$ cat config.mk
export PLATFORM = sky130hd
export DESIGN_NAME = quaternion_odometry_integrator_flat
export DESIGN_NICKNAME = d
export VERILOG_FILES = /design/src/rtl/qoi_pkg.sv /design/src/rtl/qoi_in_if.sv /design/src/rtl/qoi_out_if.sv /design/src/rtl/quaternion_odometry_integrator.sv /design/src/rtl/qoi_regs.sv /design/src/rtl/qoi_ctrl.sv /design/src/rtl/qoi_dp.sv /design/src/flat_wrapper.sv
export SDC_FILE = /design/constraint.sdc
export NUM_CORES = 2
export LEC_CHECK = 0
export ABC_AREA = 1
export BUFFER_PORTS_ARGS = -buffer_cell sky130_fd_sc_hd__buf_2
export CAP_MARGIN = 20
export CORE_ASPECT_RATIO = 1.4
export CORE_MARGIN = 1
export CORE_UTILIZATION = 58
export CTS_CLUSTER_SIZE = 25
export DETAILED_ROUTE_END_ITERATION = 10
export PLACE_DENSITY = 0.76
export SETUP_SLACK_MARGIN = 0.3
export SLEW_MARGIN = 20
export SYNTH_ARGS = -nofsm -noshare
export SYNTH_HDL_FRONTEND = slang
export SYNTH_SLANG_ARGS = --single-unit
$ cat constraint.sdc
create_clock -name i_clk -period 12.1 [get_ports i_clk]
set_input_delay 0.605 -clock i_clk [delete_from_list [all_inputs] [get_ports i_clk]]
set_output_delay 0.605 -clock i_clk [all_outputs]
set_load 0.05 [all_outputs]
$ cat src/rtl/qoi_pkg.sv
`timescale 1ns / 1ps
`default_nettype none
// ----------------------------------------------------------------------------
// qoi_pkg
// Shared widths, reset values, register map, state and command types of the
// quaternion odometry integrator.
// ----------------------------------------------------------------------------
package qoi_pkg;

    // Default generics of the top level
    localparam int ACC_WIDTH_DEF = 48;
    localparam int QFB_DEF       = 14;

    // Field widths
    localparam int CNT_W    = 16;
    localparam int QUAT_W   = 16;
    localparam int SCALE_W  = 20;
    localparam int THRESH_W = 40;
    localparam int DISP_W   = 48;

    // Distance step and its split for the shared multiplier lanes
    localparam int STEP_W = CNT_W + SCALE_W;
    localparam int LO_W   = STEP_W / 2;
    localparam int HI_W   = STEP_W - LO_W;
    localparam int MA_W   = LO_W + 1;

    // Sum of two squares of quaternion components, with sign
    localparam int SQ_W = 2 * QUAT_W + 1;

    // Register port
    localparam int APB_DW      = 64;
    localparam int APB_AW      = 4;
    localparam int REG_SEL_BIT = 3;

    localparam logic [SCALE_W-1:0]  SCALE_RST  = SCALE_W'(25561);
    localparam logic [THRESH_W-1:0] THRESH_RST = THRESH_W'(429496730);

    typedef enum logic {
        REG_SCALE  = 1'b0,
        REG_THRESH = 1'b1
    } t_reg_sel;

    typedef struct packed {
        logic [SCALE_W-1:0]  scale;
        logic [THRESH_W-1:0] thresh;
    } t_cfg;

    typedef enum logic [3:0] {
        ST_IDLE,
        ST_M1,
        ST_M2,
        ST_M3,
        ST_M4,
        ST_M5,
        ST_M6,
        ST_SUM,
        ST_ACC,
        ST_CMP
    } t_state;

    typedef enum logic [2:0] {
        MUL_NONE,
        MUL_SQ_WX,
        MUL_SQ_YZ,
        MUL_CROSS,
        MUL_STEP,
        MUL_PROJ_LO,
        MUL_PROJ_HI
    } t_mul_sel;

    typedef struct packed {
        t_mul_sel mul_sel;
        logic     load_in;
        logic     qa_init;
        logic     qa_sub;
        logic     qb_load;
        logic     step_load;
        logic     pp_init;
        logic     pp_add;
        logic     acc_update;
        logic     load_out;
    } t_dp_cmd;

    typedef struct packed {
        logic emit;
    } t_dp_stat;

endpackage
`default_nettype wire

$ cat src/rtl/qoi_in_if.sv
`timescale 1ns / 1ps
`default_nettype none
// ----------------------------------------------------------------------------
// qoi_in_if
// Input channel: encoder count delta and orientation quaternion per beat.
// ----------------------------------------------------------------------------
interface qoi_in_if;
    import qoi_pkg::*;

    logic                     valid;
    logic                     ready;
    logic signed [CNT_W-1:0]  wheel_count;
    logic signed [QUAT_W-1:0] quat_w;
    logic signed [QUAT_W-1:0] quat_x;
    logic signed [QUAT_W-1:0] quat_y;
    logic signed [QUAT_W-1:0] quat_z;

    modport source (
        output valid, wheel_count, quat_w, quat_x, quat_y, quat_z,
        input  ready
    );

    modport sink (
        input  valid, wheel_count, quat_w, quat_x, quat_y, quat_z,
        output ready
    );
endinterface
`default_nettype wire

$ cat src/rtl/qoi_out_if.sv
`timescale 1ns / 1ps
`default_nettype none
// ----------------------------------------------------------------------------
// qoi_out_if
// Result channel: accumulated X and Y displacement per beat.
// ----------------------------------------------------------------------------
interface qoi_out_if;
    import qoi_pkg::*;

    logic                     valid;
    logic                     ready;
    logic signed [DISP_W-1:0] disp_x;
    logic signed [DISP_W-1:0] disp_y;

    modport source (
        output valid, disp_x, disp_y,
        input  ready
    );

    modport sink (
        input  valid, disp_x, disp_y,
        output ready
    );
endinterface
`default_nettype wire

$ cat src/rtl/quaternion_odometry_integrator.sv
`timescale 1ns / 1ps
`default_nettype none
// ----------------------------------------------------------------------------
// quaternion_odometry_integrator
// Dead-reckoning integrator: scales encoder counts to distance, projects
// them with the orientation quaternion and emits X/Y when the travelled
// distance reaches the threshold.
// ----------------------------------------------------------------------------
// Usage:
//   i_item   : one beat per encoder/IMU sample (count delta, quaternion Q2.14).
//   o_result : one beat per threshold crossing (disp_x, disp_y, Q.32 metres);
//              most input beats give no result.
//   APB      : distance_scale at 0x0, emit_threshold at 0x8; write while idle.
// Timing:
//   An input beat is taken in the idle state; the item then runs through
//   nine sequencer steps on two shared multiplier lanes (quaternion terms,
//   distance step, two-part projection products, accumulate, compare).
//   A result is registered out of the compare step, and the next input
//   beat is taken only once the item is back in the idle state.
//   The result register lets the next item be taken while a result waits;
//   an item that crosses the threshold while the previous result is still
//   unread holds in the compare step until the sink takes that beat.
// Reset:
//   Synchronous, active low: accumulators clear, registers return to their
//   defaults, no result is pending.
// ----------------------------------------------------------------------------
module quaternion_odometry_integrator #(
    parameter int ACC_WIDTH      = qoi_pkg::ACC_WIDTH_DEF,
    parameter int QUAT_FRAC_BITS = qoi_pkg::QFB_DEF
) (
    input  wire logic                       i_clk,
    input  wire logic                       i_rst_n,
    qoi_in_if.sink                          i_item,
    qoi_out_if.source                       o_result,
    input  wire logic                       psel,
    input  wire logic                       penable,
    input  wire logic                       pwrite,
    input  wire logic [qoi_pkg::APB_AW-1:0] paddr,
    input  wire logic [qoi_pkg::APB_DW-1:0] pwdata,
    output logic      [qoi_pkg::APB_DW-1:0] prdata,
    output logic                            pready
);
    import qoi_pkg::*;

    t_cfg     cfg;
    t_dp_cmd  cmd;
    t_dp_stat stat;
    logic     in_ready;
    logic     out_valid;

    // Configuration registers
    qoi_regs u_regs (
        .i_clk   (i_clk),
        .i_rst_n (i_rst_n),
        .psel    (psel),
        .penable (penable),
        .pwrite  (pwrite),
        .paddr   (paddr),
        .pwdata  (pwdata),
        .prdata  (prdata),
        .pready  (pready),
        .o_cfg   (cfg)
    );

    // Sequencer
    qoi_ctrl u_ctrl (
        .i_clk       (i_clk),
        .i_rst_n     (i_rst_n),
        .i_in_valid  (i_item.valid),
        .o_in_ready  (in_ready),
        .o_out_valid (out_valid),
        .i_out_ready (o_result.ready),
        .i_stat      (stat),
        .o_cmd       (cmd)
    );

    // Arithmetic
    qoi_dp #(
        .ACC_WIDTH      (ACC_WIDTH),
        .QUAT_FRAC_BITS (QUAT_FRAC_BITS)
    ) u_dp (
        .i_clk         (i_clk),
        .i_rst_n       (i_rst_n),
        .i_cmd         (cmd),
        .i_cfg         (cfg),
        .i_wheel_count (i_item.wheel_count),
        .i_quat_w      (i_item.quat_w),
        .i_quat_x      (i_item.quat_x),
        .i_quat_y      (i_item.quat_y),
        .i_quat_z      (i_item.quat_z),
        .o_stat        (stat),
        .o_disp_x      (o_result.disp_x),
        .o_disp_y      (o_result.disp_y)
    );

    assign i_item.ready   = in_ready;
    assign o_result.valid = out_valid;

    // A result is only loaded when the distance has reached the threshold
    a_load_needs_emit : assert property (@(posedge i_clk) disable iff (!i_rst_n)
        cmd.load_out |-> stat.emit)
        else $error("result loaded below threshold");

    // A loaded result shows on the output in the next cycle
    a_load_shows : assert property (@(posedge i_clk) disable iff (!i_rst_n)
        cmd.load_out |=> o_result.valid)
        else $error("loaded result not presented");

    // One item in flight: no input beat right after an accepted one
    a_one_item : assert property (@(posedge i_clk) disable iff (!i_rst_n)
        (i_item.valid && i_item.ready) |=> !i_item.ready)
        else $error("input taken while an item is in flight");

endmodule
`default_nettype wire

$ cat src/rtl/qoi_regs.sv
`timescale 1ns / 1ps
`default_nettype none
// ----------------------------------------------------------------------------
// qoi_regs
// APB register file: distance scale at 0x0, emit threshold at 0x8.
// ----------------------------------------------------------------------------
module qoi_regs (
    input  wire logic                       i_clk,
    input  wire logic                       i_rst_n,
    input  wire logic                       psel,
    input  wire logic                       penable,
    input  wire logic                       pwrite,
    input  wire logic [qoi_pkg::APB_AW-1:0] paddr,
    input  wire logic [qoi_pkg::APB_DW-1:0] pwdata,
    output logic      [qoi_pkg::APB_DW-1:0] prdata,
    output logic                            pready,
    output qoi_pkg::t_cfg                   o_cfg
);
    import qoi_pkg::*;

    logic [SCALE_W-1:0]  r_scale;
    logic [THRESH_W-1:0] r_thresh;
    t_reg_sel            reg_sel;
    logic                wr_en;

    assign pready  = 1'b1;
    assign reg_sel = t_reg_sel'(paddr[REG_SEL_BIT]);
    assign wr_en   = psel && penable && pwrite && pready;

    // Write on the access phase, drop bits above the register width
    always_ff @(posedge i_clk) begin
        if (!i_rst_n) begin
            r_scale  <= SCALE_RST;
            r_thresh <= THRESH_RST;
        end else if (wr_en) begin
            case (reg_sel)
                REG_SCALE:  r_scale  <= pwdata[SCALE_W-1:0];
                REG_THRESH: r_thresh <= pwdata[THRESH_W-1:0];
                default:    r_scale  <= r_scale;
            endcase
        end
    end

    // Read back
    always_comb begin
        case (reg_sel)
            REG_SCALE:  prdata = APB_DW'(r_scale);
            REG_THRESH: prdata = APB_DW'(r_thresh);
            default:    prdata = '0;
        endcase
    end

    assign o_cfg.scale  = r_scale;
    assign o_cfg.thresh = r_thresh;

endmodule
`default_nettype wire

$ cat src/rtl/qoi_ctrl.sv
`timescale 1ns / 1ps
`default_nettype none
// ----------------------------------------------------------------------------
// qoi_ctrl
// Sequencer of the integrator: steps the datapath through the quaternion
// terms, the distance step, the projections, the accumulate and the
// threshold check, and owns the result valid flag.
// ----------------------------------------------------------------------------
module qoi_ctrl (
    input  wire logic              i_clk,
    input  wire logic              i_rst_n,
    input  wire logic              i_in_valid,
    output logic                   o_in_ready,
    output logic                   o_out_valid,
    input  wire logic              i_out_ready,
    input  wire qoi_pkg::t_dp_stat i_stat,
    output qoi_pkg::t_dp_cmd       o_cmd
);
    import qoi_pkg::*;

    t_state r_state;
    t_state n_state;
    logic   r_out_valid;
    logic   n_out_valid;

    // State and result flag registers
    always_ff @(posedge i_clk) begin
        if (!i_rst_n) begin
            r_state     <= ST_IDLE;
            r_out_valid <= 1'b0;
        end else begin
            r_state     <= n_state;
            r_out_valid <= n_out_valid;
        end
    end

    // Next state and datapath commands
    always_comb begin
        n_state       = r_state;
        o_cmd         = '0;
        o_cmd.mul_sel = MUL_NONE;
        o_in_ready    = 1'b0;
        case (r_state)
            ST_IDLE: begin
                o_in_ready = 1'b1;
                if (i_in_valid) begin
                    o_cmd.load_in = 1'b1;
                    n_state       = ST_M1;
                end
            end
            ST_M1: begin
                o_cmd.mul_sel = MUL_SQ_WX;
                n_state       = ST_M2;
            end
            ST_M2: begin
                o_cmd.mul_sel = MUL_SQ_YZ;
                o_cmd.qa_init = 1'b1;
                n_state       = ST_M3;
            end
            ST_M3: begin
                o_cmd.mul_sel = MUL_CROSS;
                o_cmd.qa_sub  = 1'b1;
                n_state       = ST_M4;
            end
            ST_M4: begin
                o_cmd.mul_sel = MUL_STEP;
                o_cmd.qb_load = 1'b1;
                n_state       = ST_M5;
            end
            ST_M5: begin
                o_cmd.mul_sel   = MUL_PROJ_LO;
                o_cmd.step_load = 1'b1;
                n_state         = ST_M6;
            end
            ST_M6: begin
                o_cmd.mul_sel = MUL_PROJ_HI;
                o_cmd.pp_init = 1'b1;
                n_state       = ST_SUM;
            end
            ST_SUM: begin
                o_cmd.pp_add = 1'b1;
                n_state      = ST_ACC;
            end
            ST_ACC: begin
                o_cmd.acc_update = 1'b1;
                n_state          = ST_CMP;
            end
            ST_CMP: begin
                // Hold here while a finished result still waits for the sink
                if (!i_stat.emit) begin
                    n_state = ST_IDLE;
                end else if (!r_out_valid || i_out_ready) begin
                    o_cmd.load_out = 1'b1;
                    n_state        = ST_IDLE;
                end
            end
            default: begin
                n_state = ST_IDLE;
            end
        endcase
    end

    // Result flag: set on load, clear when the beat is taken
    assign n_out_valid = o_cmd.load_out || (r_out_valid && !i_out_ready);
    assign o_out_valid = r_out_valid;

endmodule
`default_nettype wire

$ cat src/rtl/qoi_dp.sv
`timescale 1ns / 1ps
`default_nettype none
// ----------------------------------------------------------------------------
// qoi_dp
// Datapath: two registered multiplier lanes, quaternion term accumulators,
// projection partial-product sums, three saturating accumulators, threshold
// compare and the result register.
// ----------------------------------------------------------------------------
module qoi_dp #(
    parameter int ACC_WIDTH      = qoi_pkg::ACC_WIDTH_DEF,
    parameter int QUAT_FRAC_BITS = qoi_pkg::QFB_DEF
) (
    input  wire logic                              i_clk,
    input  wire logic                              i_rst_n,
    input  wire qoi_pkg::t_dp_cmd                  i_cmd,
    input  wire qoi_pkg::t_cfg                     i_cfg,
    input  wire logic signed [qoi_pkg::CNT_W-1:0]  i_wheel_count,
    input  wire logic signed [qoi_pkg::QUAT_W-1:0] i_quat_w,
    input  wire logic signed [qoi_pkg::QUAT_W-1:0] i_quat_x,
    input  wire logic signed [qoi_pkg::QUAT_W-1:0] i_quat_y,
    input  wire logic signed [qoi_pkg::QUAT_W-1:0] i_quat_z,
    output qoi_pkg::t_dp_stat                      o_stat,
    output logic signed [qoi_pkg::DISP_W-1:0]      o_disp_x,
    output logic signed [qoi_pkg::DISP_W-1:0]      o_disp_y
);
    import qoi_pkg::*;

    // Forward and lateral factors after the fraction shift
    localparam int A_W     = SQ_W - QUAT_FRAC_BITS;
    localparam int B_W     = SQ_W + 1 - QUAT_FRAC_BITS;
    localparam int MB_W    = (B_W > SCALE_W + 1) ? B_W : SCALE_W + 1;
    localparam int MP_W    = MA_W + MB_W;
    localparam int PROJ_W  = STEP_W + B_W;
    localparam int PSH_W   = PROJ_W - QUAT_FRAC_BITS;
    localparam int EW      = ((ACC_WIDTH > PSH_W) ? ACC_WIDTH : PSH_W) + 1;
    localparam logic signed [EW-1:0] ACC_MAX_E =
        {{(EW-ACC_WIDTH+1){1'b0}}, {(ACC_WIDTH-1){1'b1}}};
    localparam logic signed [EW-1:0] ACC_MIN_E =
        {{(EW-ACC_WIDTH+1){1'b1}}, {(ACC_WIDTH-1){1'b0}}};

    // Item registers
    logic signed [CNT_W-1:0]      r_cnt;
    logic signed [QUAT_W-1:0]     r_w;
    logic signed [QUAT_W-1:0]     r_x;
    logic signed [QUAT_W-1:0]     r_y;
    logic signed [QUAT_W-1:0]     r_z;

    // Multiplier lanes
    logic signed [MA_W-1:0]       op_a0;
    logic signed [MB_W-1:0]       op_b0;
    logic signed [MA_W-1:0]       op_a1;
    logic signed [MB_W-1:0]       op_b1;
    logic signed [MP_W-1:0]       r_p0;
    logic signed [MP_W-1:0]       r_p1;

    // Intermediate terms
    logic signed [SQ_W-1:0]       r_qa;
    logic signed [SQ_W-1:0]       r_qb;
    logic signed [A_W-1:0]        fwd_k;
    logic signed [B_W-1:0]        lat_k;
    logic signed [STEP_W-1:0]     r_step;
    logic        [LO_W-1:0]       step_lo;
    logic signed [HI_W-1:0]       step_hi;
    logic signed [PROJ_W-1:0]     r_pa;
    logic signed [PROJ_W-1:0]     r_pb;
    logic signed [PSH_W-1:0]      x_del;
    logic signed [PSH_W-1:0]      y_del;

    // Accumulators and result
    logic signed [ACC_WIDTH-1:0]  r_dist;
    logic signed [ACC_WIDTH-1:0]  r_xs;
    logic signed [ACC_WIDTH-1:0]  r_ys;
    logic        [ACC_WIDTH-1:0]  dist_u;
    logic        [ACC_WIDTH-1:0]  dist_mag;
    logic signed [DISP_W-1:0]     r_out_x;
    logic signed [DISP_W-1:0]     r_out_y;

    function automatic logic signed [ACC_WIDTH-1:0] sat_add(
        input logic signed [ACC_WIDTH-1:0] s,
        input logic signed [EW-1:0]        d
    );
        logic signed [EW-1:0] sum;
        sum = EW'(s) + d;
        if (sum > ACC_MAX_E) begin
            return ACC_MAX_E[ACC_WIDTH-1:0];
        end else if (sum < ACC_MIN_E) begin
            return ACC_MIN_E[ACC_WIDTH-1:0];
        end
        return sum[ACC_WIDTH-1:0];
    endfunction

    // Floor shift of the factors: drop the fraction bits
    assign fwd_k   = r_qa[SQ_W-1:QUAT_FRAC_BITS];
    assign lat_k   = r_qb[SQ_W-1:QUAT_FRAC_BITS-1];
    assign step_lo = r_p0[LO_W-1:0];
    assign step_hi = r_step[STEP_W-1:LO_W];
    assign x_del   = r_pa[PROJ_W-1:QUAT_FRAC_BITS];
    assign y_del   = r_pb[PROJ_W-1:QUAT_FRAC_BITS];

    // Capture the item
    always_ff @(posedge i_clk) begin
        if (i_cmd.load_in) begin
            r_cnt <= i_wheel_count;
            r_w   <= i_quat_w;
            r_x   <= i_quat_x;
            r_y   <= i_quat_y;
            r_z   <= i_quat_z;
        end
    end

    // Operand select for both lanes
    always_comb begin
        op_a0 = '0;
        op_b0 = '0;
        op_a1 = '0;
        op_b1 = '0;
        case (i_cmd.mul_sel)
            MUL_SQ_WX: begin
                op_a0 = MA_W'(r_w);
                op_b0 = MB_W'(r_w);
                op_a1 = MA_W'(r_x);
                op_b1 = MB_W'(r_x);
            end
            MUL_SQ_YZ: begin
                op_a0 = MA_W'(r_y);
                op_b0 = MB_W'(r_y);
                op_a1 = MA_W'(r_z);
                op_b1 = MB_W'(r_z);
            end
            MUL_CROSS: begin
                op_a0 = MA_W'(r_x);
                op_b0 = MB_W'(r_y);
                op_a1 = MA_W'(r_w);
                op_b1 = MB_W'(r_z);
            end
            MUL_STEP: begin
                op_a0 = MA_W'(r_cnt);
                op_b0 = MB_W'(i_cfg.scale);
            end
            MUL_PROJ_LO: begin
                op_a0 = MA_W'(step_lo);
                op_b0 = MB_W'(fwd_k);
                op_a1 = MA_W'(step_lo);
                op_b1 = MB_W'(lat_k);
            end
            MUL_PROJ_HI: begin
                op_a0 = MA_W'(step_hi);
                op_b0 = MB_W'(fwd_k);
                op_a1 = MA_W'(step_hi);
                op_b1 = MB_W'(lat_k);
            end
            default: begin
                op_a0 = '0;
            end
        endcase
    end

    // Registered products
    always_ff @(posedge i_clk) begin
        r_p0 <= op_a0 * op_b0;
        r_p1 <= op_a1 * op_b1;
    end

    // Quaternion factors, distance step and projection partial sums
    always_ff @(posedge i_clk) begin
        if (i_cmd.qa_init) begin
            r_qa <= r_p0[SQ_W-1:0] + r_p1[SQ_W-1:0];
        end else if (i_cmd.qa_sub) begin
            r_qa <= r_qa - r_p0[SQ_W-1:0] - r_p1[SQ_W-1:0];
        end
        if (i_cmd.qb_load) begin
            r_qb <= r_p0[SQ_W-1:0] + r_p1[SQ_W-1:0];
        end
        if (i_cmd.step_load) begin
            r_step <= r_p0[STEP_W-1:0];
        end
        if (i_cmd.pp_init) begin
            r_pa <= PROJ_W'(r_p0);
            r_pb <= PROJ_W'(r_p1);
        end else if (i_cmd.pp_add) begin
            r_pa <= r_pa + (PROJ_W'(r_p0) <<< LO_W);
            r_pb <= r_pb + (PROJ_W'(r_p1) <<< LO_W);
        end
    end

    // Saturating accumulators, cleared on each emitted result
    always_ff @(posedge i_clk) begin
        if (!i_rst_n) begin
            r_dist <= '0;
            r_xs   <= '0;
            r_ys   <= '0;
        end else if (i_cmd.load_out) begin
            r_dist <= '0;
            r_xs   <= '0;
            r_ys   <= '0;
        end else if (i_cmd.acc_update) begin
            r_dist <= sat_add(r_dist, EW'(r_step));
            r_xs   <= sat_add(r_xs, EW'(x_del));
            r_ys   <= sat_add(r_ys, EW'(y_del));
        end
    end

    // Threshold check on the distance magnitude
    assign dist_u      = r_dist;
    assign dist_mag    = dist_u[ACC_WIDTH-1] ? (~dist_u + ACC_WIDTH'(1)) : dist_u;
    assign o_stat.emit = dist_mag >= ACC_WIDTH'(i_cfg.thresh);

    // Result register
    always_ff @(posedge i_clk) begin
        if (i_cmd.load_out) begin
            r_out_x <= DISP_W'(r_xs);
            r_out_y <= DISP_W'(r_ys);
        end
    end

    assign o_disp_x = r_out_x;
    assign o_disp_y = r_out_y;

endmodule
`default_nettype wire

$ cat src/flat_wrapper.sv
// flat-port wrapper written by rule: the top's interface ports become plain ports
module quaternion_odometry_integrator_flat import qoi_pkg::*;
#(
    parameter int ACC_WIDTH      = qoi_pkg::ACC_WIDTH_DEF,
    parameter int QUAT_FRAC_BITS = qoi_pkg::QFB_DEF
)
  (i_clk, i_rst_n, psel, penable, pwrite, paddr, pwdata, prdata, pready, i_item_valid, i_item_wheel_count, i_item_quat_w, i_item_quat_x, i_item_quat_y, i_item_quat_z, i_item_ready, o_result_valid, o_result_disp_x, o_result_disp_y, o_result_ready);
  qoi_in_if i_item_i ();
  qoi_out_if o_result_i ();
  input  wire logic i_clk;
  input  wire logic i_rst_n;
  input  wire logic psel;
  input  wire logic penable;
  input  wire logic pwrite;
  input  wire logic [qoi_pkg::APB_AW-1:0] paddr;
  input  wire logic [qoi_pkg::APB_DW-1:0] pwdata;
  output logic      [qoi_pkg::APB_DW-1:0] prdata;
  output logic pready;
  input wire logic [$bits(i_item_i.valid)-1:0] i_item_valid;
  input wire logic [$bits(i_item_i.wheel_count)-1:0] i_item_wheel_count;
  input wire logic [$bits(i_item_i.quat_w)-1:0] i_item_quat_w;
  input wire logic [$bits(i_item_i.quat_x)-1:0] i_item_quat_x;
  input wire logic [$bits(i_item_i.quat_y)-1:0] i_item_quat_y;
  input wire logic [$bits(i_item_i.quat_z)-1:0] i_item_quat_z;
  output wire logic [$bits(i_item_i.ready)-1:0] i_item_ready;
  output wire logic [$bits(o_result_i.valid)-1:0] o_result_valid;
  output wire logic [$bits(o_result_i.disp_x)-1:0] o_result_disp_x;
  output wire logic [$bits(o_result_i.disp_y)-1:0] o_result_disp_y;
  input wire logic [$bits(o_result_i.ready)-1:0] o_result_ready;
  assign i_item_i.valid = i_item_valid;
  assign i_item_i.wheel_count = i_item_wheel_count;
  assign i_item_i.quat_w = i_item_quat_w;
  assign i_item_i.quat_x = i_item_quat_x;
  assign i_item_i.quat_y = i_item_quat_y;
  assign i_item_i.quat_z = i_item_quat_z;
  assign i_item_ready = i_item_i.ready;
  assign o_result_valid = o_result_i.valid;
  assign o_result_disp_x = o_result_i.disp_x;
  assign o_result_disp_y = o_result_i.disp_y;
  assign o_result_i.ready = o_result_ready;
  quaternion_odometry_integrator #(.ACC_WIDTH(ACC_WIDTH), .QUAT_FRAC_BITS(QUAT_FRAC_BITS)) u_core (.i_clk(i_clk), .i_rst_n(i_rst_n), .i_item(i_item_i), .o_result(o_result_i), .psel(psel), .penable(penable), .pwrite(pwrite), .paddr(paddr), .pwdata(pwdata), .prdata(prdata), .pready(pready));
endmodule
## After elaboration in Yosys (flattened, before gate mapping)

Cells that the tools add are included.

| storage, ports and cells | value |
|---|---|
| bits in registers | 679 |
| input port bits | 155 |
| output and inout port bits | 163 |
| logic and storage cells | 129 |

| cells by class | value |
|---|---|
| add/sub/neg operators | 9 |
| $mul | 2 |
| $lt $le $gt $ge | 7 |
| equality and inequality tests | 17 |
| multiplexer cells | 54 |
| bitwise gates (word level) | 3 |
| reduce and logical (&&, ||, !) cells | 16 |

Operators by type and width:

| kind | count |
|---|---|
| 48-bit 2-to-1 mux | 10 |
| 56-bit 2-to-1 mux | 4 |
| 49-bit by 48-bit greater-than comparator with 1-bit output (second input constant) | 3 |
| 49-bit by 48-bit less-than comparator with 1-bit output (second input constant) | 3 |
| 64-bit case mux with 2 select lines | 1 |
| 19-bit case mux with 6 select lines | 1 |
| 56-bit adder | 2 |
| 48-bit by 42-bit adder with 49-bit output | 2 |
| 19-bit case mux with 5 select lines | 1 |
| 21-bit case mux with 4 select lines | 1 |
| 19-bit by 21-bit multiplier with 40-bit output | 2 |
| 33-bit 2-to-1 mux | 2 |
| 33-bit subtractor | 2 |
| 21-bit case mux with 3 select lines | 1 |
| 48-bit by 36-bit adder with 49-bit output | 1 |
| 48-bit by 1-bit adder with 48-bit output (second input constant) | 1 |
| 48-bit by 40-bit greater-or-equal comparator with 1-bit output | 1 |
| 48-bit inverter | 1 |
| 4-bit case mux with 10 select lines | 1 |
| 33-bit adder | 1 |
| 1-bit 2-to-1 mux | 28 |
| 3-bit case mux with 6 select lines | 1 |
| 4-bit by 3-bit equality test with 1-bit output (second input constant) | 4 |
| 4-bit 2-to-1 mux | 3 |
| 16 further kinds | 31 |

## Depth between registers and ports, before layout

| logic depth | value |
|---|---|
| depth after elaboration | 9 |
| gate-level depth with buffers | 41 |

## By module

Synthesis repeated with hierarchy kept, for this count alone.

| second synthesis, totals | value |
|---|---|
| cell total of the unflattened synthesis | 10446 |
| area, all modules | 77177.8 sq um |

By module, submodules not included:

| module | instances | cells an instance | area an instance (sq um) | sequential area each (sq um) |
|---|---|---|---|---|
| qoi_dp | 1 | 9920 | 73869.6 | 14964.4 |
| qoi_regs | 1 | 471 | 2951.6 | 1201.2 |
| qoi_ctrl | 1 | 55 | 356.6 | 100.1 |

## Worst setup path after synthesis

No wires, ideal clock.

| timing path | value |
|---|---|
| path type | register to register |
| start point | register u_core.u_ctrl.r_state[2] |
| end point | register u_core.u_dp.r_p0[37] |
| setup time | 0.123 ns |
| arrival | 10.425 ns |
| required time | 11.977 ns |
| slack | 1.551 ns |
| cell stages (with the launch flop) | 34 |
| path buffers | 2 |
| clock period less this slack | 10.549 ns |
| cells stage by stage | dfxtp_1 > inv_1 > nor2_1 > inv_2 > nor2_1 > nand2_1 > inv_2 > buf_4 > buf_4 > nand2_1 > o21ai_1 > nor3_1 > nor2_1 > inv_1 > fa_1 > inv_1 > fa_1 > fa_1 > fa_1 > fa_1 > inv_1 > fa_1 > inv_1 > ha_1 > ha_1 > nand2_1 > nor2_1 > inv_1 > nor2_1 > inv_1 > o211ai_1 > a21o_1 > a21oi_1 > xor2_1 |

| on the way | value |
|---|---|
| longest elaborated chain between the ends | 6 |

RTL lines:

| item | RTL line | source |
|---|---|---|
| start, declared | qoi_ctrl.sv:21 | `t_state r_state;` |
| start signal, assigned | qoi_ctrl.sv:32 | `r_state <= n_state;` |
| 4-bit by 3-bit equality test with 1-bit output, or another cell as far along | qoi_ctrl.sv:43 | `case (r_state)` |
| 3-bit case mux with 6 select lines (*) | qoi_ctrl.sv:43 |  |
| 3-bit equality test / 3-bit by 2-bit equality test with 1-bit output (equally long branches) | qoi_dp.sv:117 | `case (i_cmd.mul_sel)` |
| 2-bit OR reduction (no source line) | n/a |  |
| 21-bit case mux with 4 select lines | qoi_dp.sv:117 |  |
| 19-bit by 21-bit multiplier with 40-bit output (*) | qoi_dp.sv:160 | `r_p0 <= op_a0 * op_b0;` |
| end signal, assigned | qoi_dp.sv:160 |  |
| end, declared | qoi_dp.sv:53 | `logic signed [MP_W-1:0] r_p0;` |

Every way passes the cells marked *; elsewhere a longest branch is shown, timed or not.
A chain may end at the register's enable or synchronous reset.

## Worst setup path in the final report

Ends and elaborated chain as after synthesis.

==> summary.md <==
| Metric | Value |
|---|---|
| Die area | 132,500 µm² |
| CTS Buf Count | 70 |
| Crit end category | flip-flop |
| RSZ-0062 raised after global routing | no |
| CTS sink count | 638 |
| Starting density of the core | 58.64% |
| Port bufs | roughly 270 |
| Async set or reset register ratio after synthesis | 0% |
| Top FF cell, synth | edfxtp_1 |
| Worst Path Arrival | about 10 ns |
| Fraction of layout cells with a size suffix above 1 | under 10% |
| Antenna Nets Post-Route | 0 |
| Dpl hpwl | between 200,000 and 250,000 µm |
| Avg Inst Size Synth | 7.499 µm² |
| Sequential cell area fraction in the yosys report | 21.40% |
| Finish-stage setup viols | 0 |
| Placer congestion estimate | ~1.1 |
| Fillcell total | 11,860 |
| # rows | ~160 |
| Largest net degree at the start of global routing | 146 |
| Final min period | approximately 10 ns |
| Hold_buf cts | 0 |
| Leak | 0.04178 µW |
| Worst-Margin Slew | 1.175 ns |
| Die Width | 307.9 µm |
| Core Util, Final | 62.91% |
| Core area | approximately 130,000 µm² |
| Fin Clk Skew | 0.03376 ns |
| Root Buffer | clkbuf_16 |
| Max-Cap Viols | 0 |
| I/O pins | 318 |
| CP startpoint kind | flip-flop |
| Final Hold Fails | 0 |
| Yosys cell types | 66 |
| Number of global-route vias before repair | 68,840 |
| Pre-CTS setup slack | 2.536 ns |
| Buffer count from post-CTS setup fixing | 0 |
| Setup tns final | 0 ns |
| Fmax | between 100 and 150 MHz |
| Crit Path Class | reg2reg |
| Status | completed |
| Gr usage total | roughly two fifths |
| Peak supply drop | approximately 0.29 mV |
| Worst path most repeated cell | inv_1 |
| Average vias per placed instance | 5.668 |
| Worst skew pair latency | 0.71 ns |
| CTS tree | yes |
| Dpl cells | roughly 12,000 |
| Routed WL per cell | approximately 22 µm |
| Ys Warns | 0 |
| Commonest non-fill, non-tap cell in the layout | nand2_1 |
| GRT overflow | 0 |
| CP required | 12.73 ns |
| Longest Clk Path Bufs | 3 |
| Vias | 68,730 |
| Clock Pin Slew Worst Setup and Hold Paths | 0.08 ns |
| Setup slack after layout | 2.240 ns |
| Initial DRC Count | 6,202 |
| P&R area growth vs syn | 7.280% |
| Worst-path fanout max | 37 |
| Max stage delay cell, worst path | inv_1 |
| Mapped cell area | approximately 76,000 µm² |
| Slew Limit Fails | 0 |
| Nets | between 10,000 and 15,000 |
| Number of synthesized flops with an enable pin | 349 |
| Global-route wire length before repair | 400,800 µm |
| DRC violations left | 0 |
| DRT Pass-1 Iters | 6 |
| Initial antenna violation count | 14 |
| Die H | 430.3 µm |
| Power Density | 289.9 nW/µm² |
| H-Tree Depth | 3 |
| Synth Instances | 10,140 |
| Post-cts sizing count | 0 |
| Most frequent cells in the layout | 2,134 x nand2_1, 1,965 x inv_1, 1,388 x nor2_1, 832 x fa_1, 729 x a21oi_1 |
| Hold crit path type | in2reg |
| Max incr delay on CP | ~0.9 ns |
| Routed WL | 267,000 µm |
| Finished Layout Cells | 12,130 |
| Slew margin rel. | around a fifth |
| Final Cycle Share | slightly above 80% |
| Synthesis-stage register bit count | 638 |
[where the power goes]
part	internal [µW]	switching (µW)	total (µW)
Sequential	2930	450	3380
Clock	1270	1000	2280
Combinational	6340	11600	18000
[per-layer routing]
metal | wire length, µm | share of wire [%] | track usage, % | vias to the layer above
met2 | 123900 | 46 | 66.22 | 3339
met1 | 99590 | 37 | 48.91 | 32600
met4 | 20140 | 7.5 | 26.26 | 0
met3 | 23370 | 8.8 | 7.314 | 919
met5 | 0 | 0 | 0 | -
li1 | - | - | - | 31870
[worst paths after layout]
| check | start | to | slack (ns) | cells after the start |
|---|---|---|---|---|
| min | i_item_quat_y[9] | u_core.u_dp.r_y[9]$_DFFE_PP_ | 0.07 | 1 |
| max reg2reg | u_core.u_ctrl.r_state[2]$_SDFFE_PN0P_ | u_core.u_dp.r_p0[37]$_DFF_P_ | 2.24 | 31 |
| max | u_core.u_ctrl.r_state[2]$_SDFFE_PN0P_ | u_core.u_dp.r_p0[37]$_DFF_P_ | 2.24 | 31 |
| min reg2reg | u_core.u_dp.r_ys[27]$_SDFFE_PP0P_ | u_core.u_dp.o_disp_y[27]$_DFFE_PP_ | 0.46 | 0 |
[flip-flops by register name (all words and copies together), names as in the netlist, 42 cells and up]
signal / flops
u_core.u_dp.dist_u: 48
u_core.u_dp.o_disp_x: 48
u_core.u_dp.o_disp_y: 48
u_core.u_dp.r_pa: 42
u_core.u_dp.r_pb: 42
u_core.u_dp.r_xs: 48
u_core.u_dp.r_ys: 48
[metrics by stage]
| step | instance area [µm²] | power [µW] | hold slack [ns] |
|---|---|---|---|
| 5_1_grt | 81520 | 25660 | 0.07565 |
| 3_5_place_dp | 79060 | 20900 | 0.4570 |
| 3_3_place_gp | 79020 | 20540 | 0.4518 |
| 2_1_floorplan | 76090 | 15440 | 0.4342 |
| 6_report | 81530 | 23640 | 0.07017 |
| 4_1_cts | 81440 | 23360 | 0.04878 |
[area by class of cell]
type                    count  area (µm²)  share of cell area [%]
flip-flops and latches    638       16270                   19.95
diodes                     11       27.53                 0.03376
multi-input cells        7234       50980                   62.52
clock buffers              91        1954                   2.397
clock inverters            38       417.9                  0.5126
inverters                2009        7546                   9.255
well taps                1738        2175                   2.667
repair buffers            367        2172                   2.664
[cell usage after synthesis (18+ instances only)]
library cell	instances	share of area, %
or2_2	35	0.29
dfxtp_1	289	7.6
nand4_1	99	0.81
o21bai_1	51	0.50
o21ai_0	413	2.7
inv_2	39	0.19
o22ai_1	19	0.16
inv_1	1966	9.7
nand2_1	2135	11
a31oi_1	28	0.23
a21o_1	41	0.40
ha_1	590	9.7
fa_1	832	22
buf_2	86	0.57
a21oi_1	729	4.8
clkbuf_1	116	0.57
nor2_1	1397	6.9
nor4_1	23	0.19
nor2_2	40	0.33
edfxtp_1	349	14
nor3_1	84	0.55
a221oi_1	26	0.30
nand3_1	238	1.6
buf_4	40	0.40
o21a_1	21	0.21
xnor2_1	96	1.1
xor2_1	177	2.0
buf_1	18	0.089
[kinds of logic after synthesis]
kind of cell | synth area share, %
AO/OA/AOI/OAI | 10.29
XOR/XNOR | 3.146
adder cells (fa/ha/maj) | 31.63
buffers and inverters | 11.80
flip-flops | 21.40
multiplexers | 0.01317
other | 0.009882
AND/OR/NAND/NOR | 21.71
[worst max-delay path: cells and delay by family (launching register included)]
| kind | cells | cell delay [ns] |
|---|---|---|
| adder cells (fa/ha/maj) | 8 | 3.69 |
| XOR/XNOR | 1 | 0.15 |
| AND/OR/NAND/NOR | 7 | 1.72 |
| flip-flops | 1 | 0.40 |
| AO/OA/AOI/OAI | 6 | 2.05 |
| buffers and inverters | 9 | 1.75 |
Note: power is estimated with default switching activity, not from simulation.
